===== src/hdl/lkc_pkg.sv =====
//------------------------------------------------------------------------------
// lkc_pkg
// shared types and constants for the lfu key cache
//------------------------------------------------------------------------------
package lkc_pkg;

	localparam int CAPACITY_DEF  = 16;
	localparam int KEY_BYTES_DEF = 5;
	localparam int QDEPTH        = 2;
	localparam logic [15:0] CNT_MAX = 16'hffff;

	typedef enum logic [1:0] {
		OP_PRELOAD = 2'd0,
		OP_ACCESS  = 2'd1,
		OP_READ    = 2'd2,
		OP_NOP     = 2'd3
	} op_t;

	typedef struct packed {
		logic [1:0]  op;
		logic [39:0] key;
		logic [15:0] use_count;
		logic [3:0]  rank;
	} in_item_t;

	typedef struct packed {
		logic        hit;
		logic        evicted;
		logic [39:0] evicted_key;
		logic [39:0] result_key;
		logic [15:0] result_count;
		logic        found;
	} out_item_t;

	typedef enum logic [2:0] {
		ST_IDLE,
		ST_SCAN,
		ST_RANK,
		ST_APPLY,
		ST_OUT
	} bk_state_t;

endpackage


===== src/hdl/lkc_front.sv =====
//------------------------------------------------------------------------------
// lkc_front
// accepts items, masks the key and queues them for the back end
//------------------------------------------------------------------------------
module lkc_front
	import lkc_pkg::*;
#(
	parameter int KEY_BYTES = KEY_BYTES_DEF
) (
	input  logic     clk,
	input  logic     arst_n,
	input  logic     in_valid,
	output logic     in_ready,
	input  in_item_t in_data,
	output logic     q_valid,
	input  logic     q_ready,
	output in_item_t q_data
);

	localparam int KW = KEY_BYTES * 8;

	in_item_t        mem_q [QDEPTH];
	logic            wp_q, rp_q;
	logic [1:0]      cnt_q;
	in_item_t        masked;
	logic            push, pop;

	always_comb begin
		masked = in_data;
		masked.key = 40'(in_data.key[KW-1:0]);
	end

	assign in_ready = (cnt_q != 2'(QDEPTH));
	assign q_valid  = (cnt_q != 2'd0);
	assign q_data   = mem_q[rp_q];
	assign push     = in_valid && in_ready;
	assign pop      = q_valid && q_ready;

	always_ff @(posedge clk) begin
		if (push) begin
			mem_q[wp_q] <= masked;
		end
	end

	always_ff @(posedge clk or negedge arst_n) begin
		if (!arst_n) begin
			wp_q  <= 1'b0;
			rp_q  <= 1'b0;
			cnt_q <= 2'd0;
		end else begin
			if (push) wp_q <= ~wp_q;
			if (pop) rp_q <= ~rp_q;
			cnt_q <= cnt_q + 2'(push) - 2'(pop);
		end
	end

	a_cnt_range: assert property (@(posedge clk) disable iff (!arst_n)
		cnt_q <= 2'(QDEPTH)) else $error("queue count overflow");
	a_no_push_full: assert property (@(posedge clk) disable iff (!arst_n)
		cnt_q == 2'(QDEPTH) |-> !push) else $error("push into full queue");
	a_pop_cnt: assert property (@(posedge clk) disable iff (!arst_n)
		pop && !push |=> cnt_q == $past(cnt_q) - 2'd1) else $error("pop count");

endmodule


===== src/hdl/lkc_back.sv =====
//------------------------------------------------------------------------------
// lkc_back
// scans entries one per cycle for lookup, victim, free slot and rank
//------------------------------------------------------------------------------
module lkc_back
	import lkc_pkg::*;
#(
	parameter int CAPACITY = CAPACITY_DEF
) (
	input  logic      clk,
	input  logic      arst_n,
	input  logic      q_valid,
	output logic      q_ready,
	input  in_item_t  q_data,
	output logic      out_valid,
	input  logic      out_ready,
	output out_item_t out_data
);

	localparam int IW = (CAPACITY > 1) ? $clog2(CAPACITY) : 1;
	localparam int CW = $clog2(CAPACITY + 1);

	logic [39:0]   key_q   [CAPACITY];
	logic [15:0]   cnt_q   [CAPACITY];
	logic [CAPACITY-1:0] vld_q;
	logic [CW-1:0] occ_q;

	bk_state_t     st_q, st_d;
	in_item_t      it_q;
	logic [IW-1:0] i_q, j_q;
	logic          hitf_q, freef_q, vicf_q, foundf_q;
	logic [IW-1:0] hidx_q, fidx_q, vidx_q;
	logic [39:0]   vkey_q;
	logic [15:0]   vcnt_q;
	logic [CW-1:0] pos_q;
	out_item_t     res_q;
	out_item_t     out_q;
	logic          oval_q;

	logic [39:0]   rk_i, rk_j;
	logic [15:0]   rc_i, rc_j;
	logic          last_i, last_j;
	logic          j_before_i;

	assign rk_i = key_q[i_q];
	assign rc_i = cnt_q[i_q];
	assign rk_j = key_q[j_q];
	assign rc_j = cnt_q[j_q];
	assign last_i = (i_q == IW'(CAPACITY - 1));
	assign last_j = (j_q == IW'(CAPACITY - 1));
	assign j_before_i = (rc_j != rc_i) ? (rc_j < rc_i) : (rk_j < rk_i);

	assign q_ready   = (st_q == ST_IDLE);
	assign out_valid = oval_q;
	assign out_data  = out_q;

	always_comb begin
		st_d = st_q;
		case (st_q)
			ST_IDLE: if (q_valid) begin
				st_d = (q_data.op == OP_READ) ? ST_RANK :
				       (q_data.op == OP_NOP) ? ST_OUT : ST_SCAN;
			end
			ST_SCAN: if (last_i) st_d = ST_APPLY;
			ST_RANK: if ((last_i && last_j) || foundf_q) st_d = ST_OUT;
			ST_APPLY: st_d = ST_OUT;
			ST_OUT: if (!oval_q || out_ready) st_d = ST_IDLE;
			default: st_d = ST_IDLE;
		endcase
	end

	always_ff @(posedge clk or negedge arst_n) begin
		if (!arst_n) begin
			st_q   <= ST_IDLE;
			vld_q  <= '0;
			occ_q  <= '0;
			oval_q <= 1'b0;
		end else begin
			st_q <= st_d;
			if (st_q == ST_OUT && st_d == ST_IDLE) oval_q <= 1'b1;
			else if (out_ready) oval_q <= 1'b0;
			if (st_q == ST_APPLY && it_q.op != OP_READ) begin
				if (!hitf_q) begin
					if (freef_q) begin
						vld_q[fidx_q] <= 1'b1;
						occ_q <= occ_q + 1'b1;
					end else begin
						vld_q[vidx_q] <= 1'b1;
					end
				end
			end
		end
	end

	always_ff @(posedge clk) begin
		if (st_q == ST_OUT && st_d == ST_IDLE) out_q <= res_q;
		case (st_q)
			ST_IDLE: begin
				it_q <= q_data;
				i_q <= '0;
				j_q <= '0;
				hitf_q <= 1'b0;
				freef_q <= 1'b0;
				vicf_q <= 1'b0;
				foundf_q <= 1'b0;
				pos_q <= '0;
				res_q <= '0;
			end
			ST_SCAN: begin
				if (vld_q[i_q] && rk_i == it_q.key && !hitf_q) begin
					hitf_q <= 1'b1;
					hidx_q <= i_q;
				end
				if (!vld_q[i_q] && !freef_q) begin
					freef_q <= 1'b1;
					fidx_q <= i_q;
				end
				if (vld_q[i_q] && (!vicf_q || rc_i < vcnt_q ||
				    (rc_i == vcnt_q && rk_i < vkey_q))) begin
					vicf_q <= 1'b1;
					vidx_q <= i_q;
					vkey_q <= rk_i;
					vcnt_q <= rc_i;
				end
				i_q <= i_q + 1'b1;
			end
			ST_APPLY: begin
				res_q.result_key <= it_q.key;
				if (hitf_q) begin
					res_q.hit <= 1'b1;
					if (it_q.op == OP_PRELOAD) begin
						cnt_q[hidx_q] <= it_q.use_count;
						res_q.result_count <= it_q.use_count;
					end else begin
						cnt_q[hidx_q] <= (cnt_q[hidx_q] == CNT_MAX) ? CNT_MAX :
							cnt_q[hidx_q] + 16'd1;
						res_q.result_count <= (cnt_q[hidx_q] == CNT_MAX) ? CNT_MAX :
							cnt_q[hidx_q] + 16'd1;
					end
				end else begin
					res_q.result_count <= (it_q.op == OP_PRELOAD) ? it_q.use_count : 16'd1;
					if (freef_q) begin
						key_q[fidx_q] <= it_q.key;
						cnt_q[fidx_q] <= (it_q.op == OP_PRELOAD) ? it_q.use_count : 16'd1;
					end else begin
						res_q.evicted <= 1'b1;
						res_q.evicted_key <= vkey_q;
						key_q[vidx_q] <= it_q.key;
						cnt_q[vidx_q] <= (it_q.op == OP_PRELOAD) ? it_q.use_count : 16'd1;
					end
				end
			end
			ST_RANK: begin
				if (!foundf_q) begin
					if (last_j) begin
						j_q <= '0;
						pos_q <= '0;
						i_q <= i_q + 1'b1;
						if (vld_q[i_q] && CW'(it_q.rank) ==
						    pos_q + CW'(vld_q[j_q] && j_q != i_q && j_before_i)) begin
							foundf_q <= 1'b1;
							res_q.found <= 1'b1;
							res_q.result_key <= rk_i;
							res_q.result_count <= rc_i;
						end
					end else begin
						if (vld_q[j_q] && j_q != i_q && j_before_i) pos_q <= pos_q + 1'b1;
						j_q <= j_q + 1'b1;
					end
				end
			end
			default: ;
		endcase
	end

	a_occ: assert property (@(posedge clk) disable iff (!arst_n)
		occ_q == CW'($countones(vld_q))) else $error("occupancy mismatch");
	a_busy: assert property (@(posedge clk) disable iff (!arst_n)
		st_q != ST_IDLE |-> !q_ready) else $error("ready while busy");
	a_hold: assert property (@(posedge clk) disable iff (!arst_n)
		oval_q && !out_ready |=> oval_q && $stable(out_q)) else $error("result lost");

endmodule


===== src/hdl/lfu_key_cache_unit.sv =====
// the back end handles one item at a time and scans one entry per cycle
// a two-entry input queue lets new items be taken while the back end is busy
// reset clears all valid bits, occupancy and the queue at once
//------------------------------------------------------------------------------
// lfu_key_cache_unit
// least-frequently-used key cache with a decoupled front and back end
//------------------------------------------------------------------------------
module lfu_key_cache_unit
	import lkc_pkg::*;
#(
	parameter int CAPACITY  = CAPACITY_DEF,
	parameter int KEY_BYTES = KEY_BYTES_DEF
) (
	input  logic      clk,
	input  logic      arst_n,
	input  logic      in_valid,
	output logic      in_ready,
	input  in_item_t  in_data,
	output logic      out_valid,
	input  logic      out_ready,
	output out_item_t out_data
);

	logic     q_valid, q_ready;
	in_item_t q_data;

	lkc_front #(.KEY_BYTES(KEY_BYTES)) u_front (
		.clk, .arst_n, .in_valid, .in_ready, .in_data,
		.q_valid, .q_ready, .q_data
	);

	lkc_back #(.CAPACITY(CAPACITY)) u_back (
		.clk, .arst_n, .q_valid, .q_ready, .q_data,
		.out_valid, .out_ready, .out_data
	);

endmodule

===== config.mk =====
export PLATFORM = sky130hd
export DESIGN_NAME = lfu_key_cache_unit
export DESIGN_NICKNAME = d
export VERILOG_FILES = /design/src/hdl/lkc_pkg.sv /design/src/hdl/lkc_front.sv /design/src/hdl/lkc_back.sv /design/src/hdl/lfu_key_cache_unit.sv
export SDC_FILE = /design/constraint.sdc
export NUM_CORES = 2
export LEC_CHECK = 0
export BUFFER_PORTS_ARGS = -buffer_cell sky130_fd_sc_hd__buf_2
export CAP_MARGIN = 20
export CORE_MARGIN = 4
export CORE_UTILIZATION = 55
export CTS_CLUSTER_DIAMETER = 120
export DETAILED_ROUTE_END_ITERATION = 7
export PLACE_DENSITY = 0.79
export SETUP_SLACK_MARGIN = 0.02
export SLEW_MARGIN = 0
export SYNTH_ARGS = -nofsm -noshare
export SYNTH_HDL_FRONTEND = slang
export SYNTH_HIERARCHICAL = 1
export SYNTH_SLANG_ARGS = --single-unit

===== constraint.sdc =====
create_clock -name clk -period 20.1 [get_ports clk]
set_input_delay 2.01 -clock clk [delete_from_list [all_inputs] [get_ports clk]]
set_output_delay 2.01 -clock clk [all_outputs]
set_load 0.01 [all_outputs]

## Yosys cells after proc, flatten, opt, wreduce, memory -nomap -nowiden

Memories as Yosys holds them, arrays and structs flattened. A register that Yosys moved wholly into a read port is not among the register bits.
Index checks and enable logic that the tools add are counted.

| word-level totals | value |
|---|---|
| register bits | 369 |
| memory bits (writable) | 1,020 |
| input port bits | 66 |
| memories | 3 |

| operators by class | value |
|---|---|
| add/sub/neg operators | 7 |
| order comparisons | 10 |
| equal/unequal tests | 26 |
| mux-type cells | 85 |
| bitwise gates (word level) | 6 |
| reductions and logical operators | 51 |

Memory list:

| name | depth | bits a word | rd ports | clocked after Yosys merged registers in | write ports | RTL line | source |
|---|---|---|---|---|---|---|---|
| u_back.key_q | 16 | 40 | 2 | 2 | 1 | lkc_back.sv:23 | `logic [39:0] key_q [CAPACITY];` |
| u_back.cnt_q | 16 | 16 | 3 | 3 | 1 | lkc_back.sv:24 | `logic [15:0] cnt_q [CAPACITY];` |
| u_front.mem_q | 2 | 62 | 1 | 0 | 1 | lkc_front.sv:22 | `in_item_t mem_q [QDEPTH];` |

Operator list:

| cell | number |
|---|---|
| 57-bit two-way mux | 3 |
| 56-bit case mux with 3 select lines | 1 |
| 16-bit two-way mux | 8 |
| 42-bit case mux with 2 select lines | 1 |
| 41-bit two-way mux | 2 |
| 40-bit < comparator | 2 |
| 4-bit two-way mux | 12 |
| 40-bit equality test | 1 |
| 40-bit two-way mux | 1 |
| 40-bit OR reduction | 1 |
| 1-bit two-way mux | 35 |
| 16-bit < comparator | 2 |
| 16-bit OR | 2 |
| 16-bit OR reduction | 2 |
| 4-bit by 5-bit < comparator with 1-bit output, second input constant | 4 |
| 3-bit two-way mux | 6 |
| 2-bit AND reduction | 9 |
| 16-bit by 1-bit adder with 16-bit output, second input constant | 1 |
| 16-bit equality test | 1 |
| 16-bit equality test, second input constant | 1 |
| 16-bit != test | 1 |
| 1-bit logical AND | 15 |
| 5-bit two-way mux | 3 |
| 3-bit case mux with 5 select lines | 1 |
| other kinds (32) | 70 |

## Depth between registers and ports, before layout

| logic depth | value |
|---|---|
| depth in word-level cells | 11 |
| mapped depth | 31 |
| mapped depth without buffers | 26 |

## Cells and area by module

The synthesis kept the hierarchy.

Modules (own cells, without submodules):

| module | times used | cells each | area an instance (µm²) | seq. area each (µm²) |
|---|---|---|---|---|
| lkc_back | 1 | 3,380 | 60,944.7 | 38,006.5 |
| lkc_front | 1 | 210 | 4,973.5 | 3,823.7 |

## Worst setup path before layout

OpenSTA, ideal clock, no wires.

| timing path | value |
|---|---|
| kind | reg-to-reg |
| from | reg (tool-made name) |
| to | reg u_back/res_q[10] (netlist bit), enable pin |
| setup time | 0.470 ns |
| data arrival time | 7.507 ns |
| data required time | 19.630 ns |
| slack | 12.123 ns |
| cell stages (with the launch flop) | 26 |
| period minus slack after synthesis | 7.977 ns |
| cells stage by stage | dfxtp_1 clkbuf_1 clkbuf_1 buf_1 mux4_2 mux4_2 ha_1 a21o_1 a21o_1 a21o_1 a21oi_1 o211ai_1 o21ai_0 a31oi_1 o21ai_0 ha_1 ha_1 nor2b_1 nor2b_1 o21ai_0 o31a_1 o21ai_0 nand3_1 nor3_1 nor2_1 nor2_1 |

RTL lines:

| what | RTL line | source |
|---|---|---|
| end: declaration | lkc_back.sv:36 | `out_item_t res_q;` |

==> flow_summary.yaml <==
clock_network:
  cts_num_sinks: 1401
  root_buffer: "clkbuf_16"
  ctsHoldBuffers: 0
  clock_latency_ps: 780
  cts_tree: "yes"
  cts_buffers: 145
  ctsHtreeMaxLevel: 4
  clock_path_buffers: 3
  postCtsSetupBuffers: 0
  clkTransAtPathRegs_ps: 60
  post_cts_resized: 0
finish:
  final_nets: 3969
  fillers: 8217
  fin_cells: 5497
  area_growth_pct: 11.20
  drive_gt1_share_pct: 30.71
power_and_ir_drop:
  p_seq_share_pct: 40.5
  clkPwrFrac_pct: 24.5
  power_density_nw_per_um2: 151.9
  comb_power_share_pct: 35.0
  p_switching_uw: 3883
  power.leakage_uw: 0.02472
  ir_worst_vdd_mv: 0.1343
  internal_power_uw: 7248
  swShare_pct: 34.89
synthesis:
  synth.avg_cell_area_um2: 18.36
  synth_cells: 3590
  synthArstFlopShare_pct: 1.713
  synth_area_leaders: "edfxtp_1 (62%), mux4_2 (20%), ha_1 (2.2%), mux2_4 (1.4%), mux2i_1 (1.3%)"
  synth_top_area_share_pct: 62.18
  yosysWarnings: 6
  yosysUniqueCellTypes: 81
  synthesis.nets: 3774
  synth-seq-cells: 1401
  yosysSeqAreaShare_pct: 63.46
  synth_edf_count: 1365
  synth_area_leader_cell: "edfxtp_1"
  synthFlopType: "edfxtp_1"
  syn_area_um2: 65920
floorplanning:
  fp.dieW_um: 354.2
  core_area_um2: 118600
  fp.dieArea_um2: 125500
  ios: 167
  initial_utilization_pct: 55.60
  rows: 126
  die_y_um: 354.2
critical_path:
  criticalPathCategory: "flip-flop to flip-flop"
  crit_top_cell: "o21ai_0"
  crit_fanout: 126
  rrSetupSlack_ps: 11270
  worstSetupEndpointType: "flip-flop"
  critPathArrivalTime_ps: 9200
  path_buf_inv: 3
  cp_slowest_cell: "dfxtp_4"
  path_delay_family: "compound AO/OA/AOI/OAI gates"
  rr_endpoint: "u_back/res_q[44]"
  crit_required_ps: 20470
  r2r_cells: 27
  max_stage_delay_ps: 1080
  start_kind: "flip-flop"
worst_hold_path:
  hp-class: "flip-flop to flip-flop"
  hold_start: "u_back/res_q[15]"
  min_to: "u_back/out_data[15]"
  hold-path-cell-count: 0
grt:
  grt_pass1_wl_mm: 266.3
  grt-ovfl-total: 0
  grt_usage_pct: 29.31
  grt_pass1_vias: 38680
  antenna_found_initial: 4
  grt_max_degree: 127
timing:
  slew_viol_final: 0
  timing.final.crit_period_ps: 8833
  clock.fmax_mhz: 113.2
  period_share_pct: 43.94
  clock_skew_ps: 36.74
  worst_pin_slew_ps: 1203
  relSlewSlack_pct: 19.51
  setup_tns_ps: 0
  rsz0062_at_grt: "no"
  finalHoldViolations: 0
  finalSetupViolations: 0
drt:
  num_vias: 38690
  drtIter0Drc: 6129
  drtAntennaViolNets: 0
  post-route-drc-count: 0
  dr.pass1.iters: 7
  via_per_inst: 7.039
  routed_wl_mm: 183.8
  post_drt_wl_per_cell_um: 33.44
job:
  drv_cap: 0
placement:
  place_congestion: 0.8982
  io_buffer_count: 166
  dp_cells: 5233
  dpl.hpwl_mm: 110.0
status:
  status: "completed"
## cells in the final DEF, fill, tap and decap left out, drive strengths merged, types with 25 or more instances in the layout
cell type,n
edfxtp,1365
mux4,586
buf,253
clkbuf,185
nand2,169
nor2,143
inv,138
ha,118
o21ai,98
mux2,96
mux2i,88
a21oi,71
a21o,54
clkinv,49
xnor2,37
nand3,36
xor2,34
o22ai,31
nor2b,28
a22oi,27
nand2b,25
## worst max-delay path by stage
stage	from	to	slack [ps]	cells past startpoint
finish	flip-flop	u_back/res_q[44]	11270	27
global route	flip-flop	u_back/res_q[44]	11040	27
CTS	flip-flop	u_back/res_q[44]	11510	25
detailed placement	flip-flop	u_back/res_q[44]	11530	25
global placement	flip-flop	u_back/res_q[44]	11500	25
floorplan	flip-flop	u_back/res_q[10]	12120	25
## synth_stat cells (24+ instances only)
library cell  number
edfxtp_1        1365
mux4_2           583
nand2_1          168
nor2_1           142
inv_1            133
ha_1             118
o21ai_0           93
mux2i_1           88
clkbuf_1          81
a21oi_1           71
mux2_4            60
a21o_1            54
buf_1             44
xnor2_1           37
nand3_1           36
buf_2             34
xor2_1            34
mux2_2            31
o22ai_1           31
nor2b_1           28
a22oi_1           27
nand2b_1          25
dfrtp_1           24
## metrics by stage
step / util [%] / setup slack (ps) / area, um^2 / hold slack, ps / power [uW]
detailed placement: 57.73 / 11530 / 68440 / 404.5 / 8322
CTS: 61.76 / 11510 / 73220 / 408.0 / 11060
floorplan: - / 12120 / 65920 / 400.3 / 7004
global route: 61.83 / 11040 / 73300 / 410.4 / 11550
finish: 61.83 / 11270 / 73300 / 406.1 / 11130
global placement: 57.71 / 11500 / 68420 / 401.6 / 8234
## per-layer routing
metal	up-vias	wire length (um)	global-route usage [%]
met3	524	28680	9.675
met1	19700	64580	40.67
met5	-	134	0.6154
met4	6	7536	11.04
li1	15230	-	-
met2	3230	82920	43.71
## power by group through the flow
stage | Combinational, uW | Sequential, uW | Clock (uW)
final | 3890 | 4510 | 2730
after global routing | 4110 | 4550 | 2890
after CTS | 3800 | 4500 | 2760
after detailed placement | 3770 | 4550 | 0
after global placement | 3700 | 4530 | 0
after floorplan | 2780 | 4230 | 0
## flip-flops by register name (all words and copies together) (netlist names), 5 cells and up, named ones only
signal           count
u_back/out_data     99
u_back/cnt_q       256
u_back/it_q         62
u_back/vld_q        16
u_back/key_q       640
u_back/vkey_q       40
u_back/vcnt_q       16
u_back/pos_q         5
u_back/res_q        99
u_front/mem_q      124
## logic make-up after synthesis
kind of cell	share of synthesized area, %
DFF	63.46
muxes	23.36
and+or+nand+nor	3.553
AOI/OAI and AO/OA	3.855
buffers and inverters	2.595
adders and majority gates	2.240
xor gates and xnor gates	0.9434
## cell type report
cell class	instances	area, um^2	share of cell area (%)
flip-flops and latches	1401	41870	57.12
repair buffers	254	1574	2.147
multi-input cells	1847	22560	30.77
diodes	2	5.005	0.006828
clock buffers	184	3966	5.411
inverters	136	515.5	0.7032
well taps	1600	2002	2.731
clock inverters	73	815.8	1.113
Power figures use the tool's default switching activity.
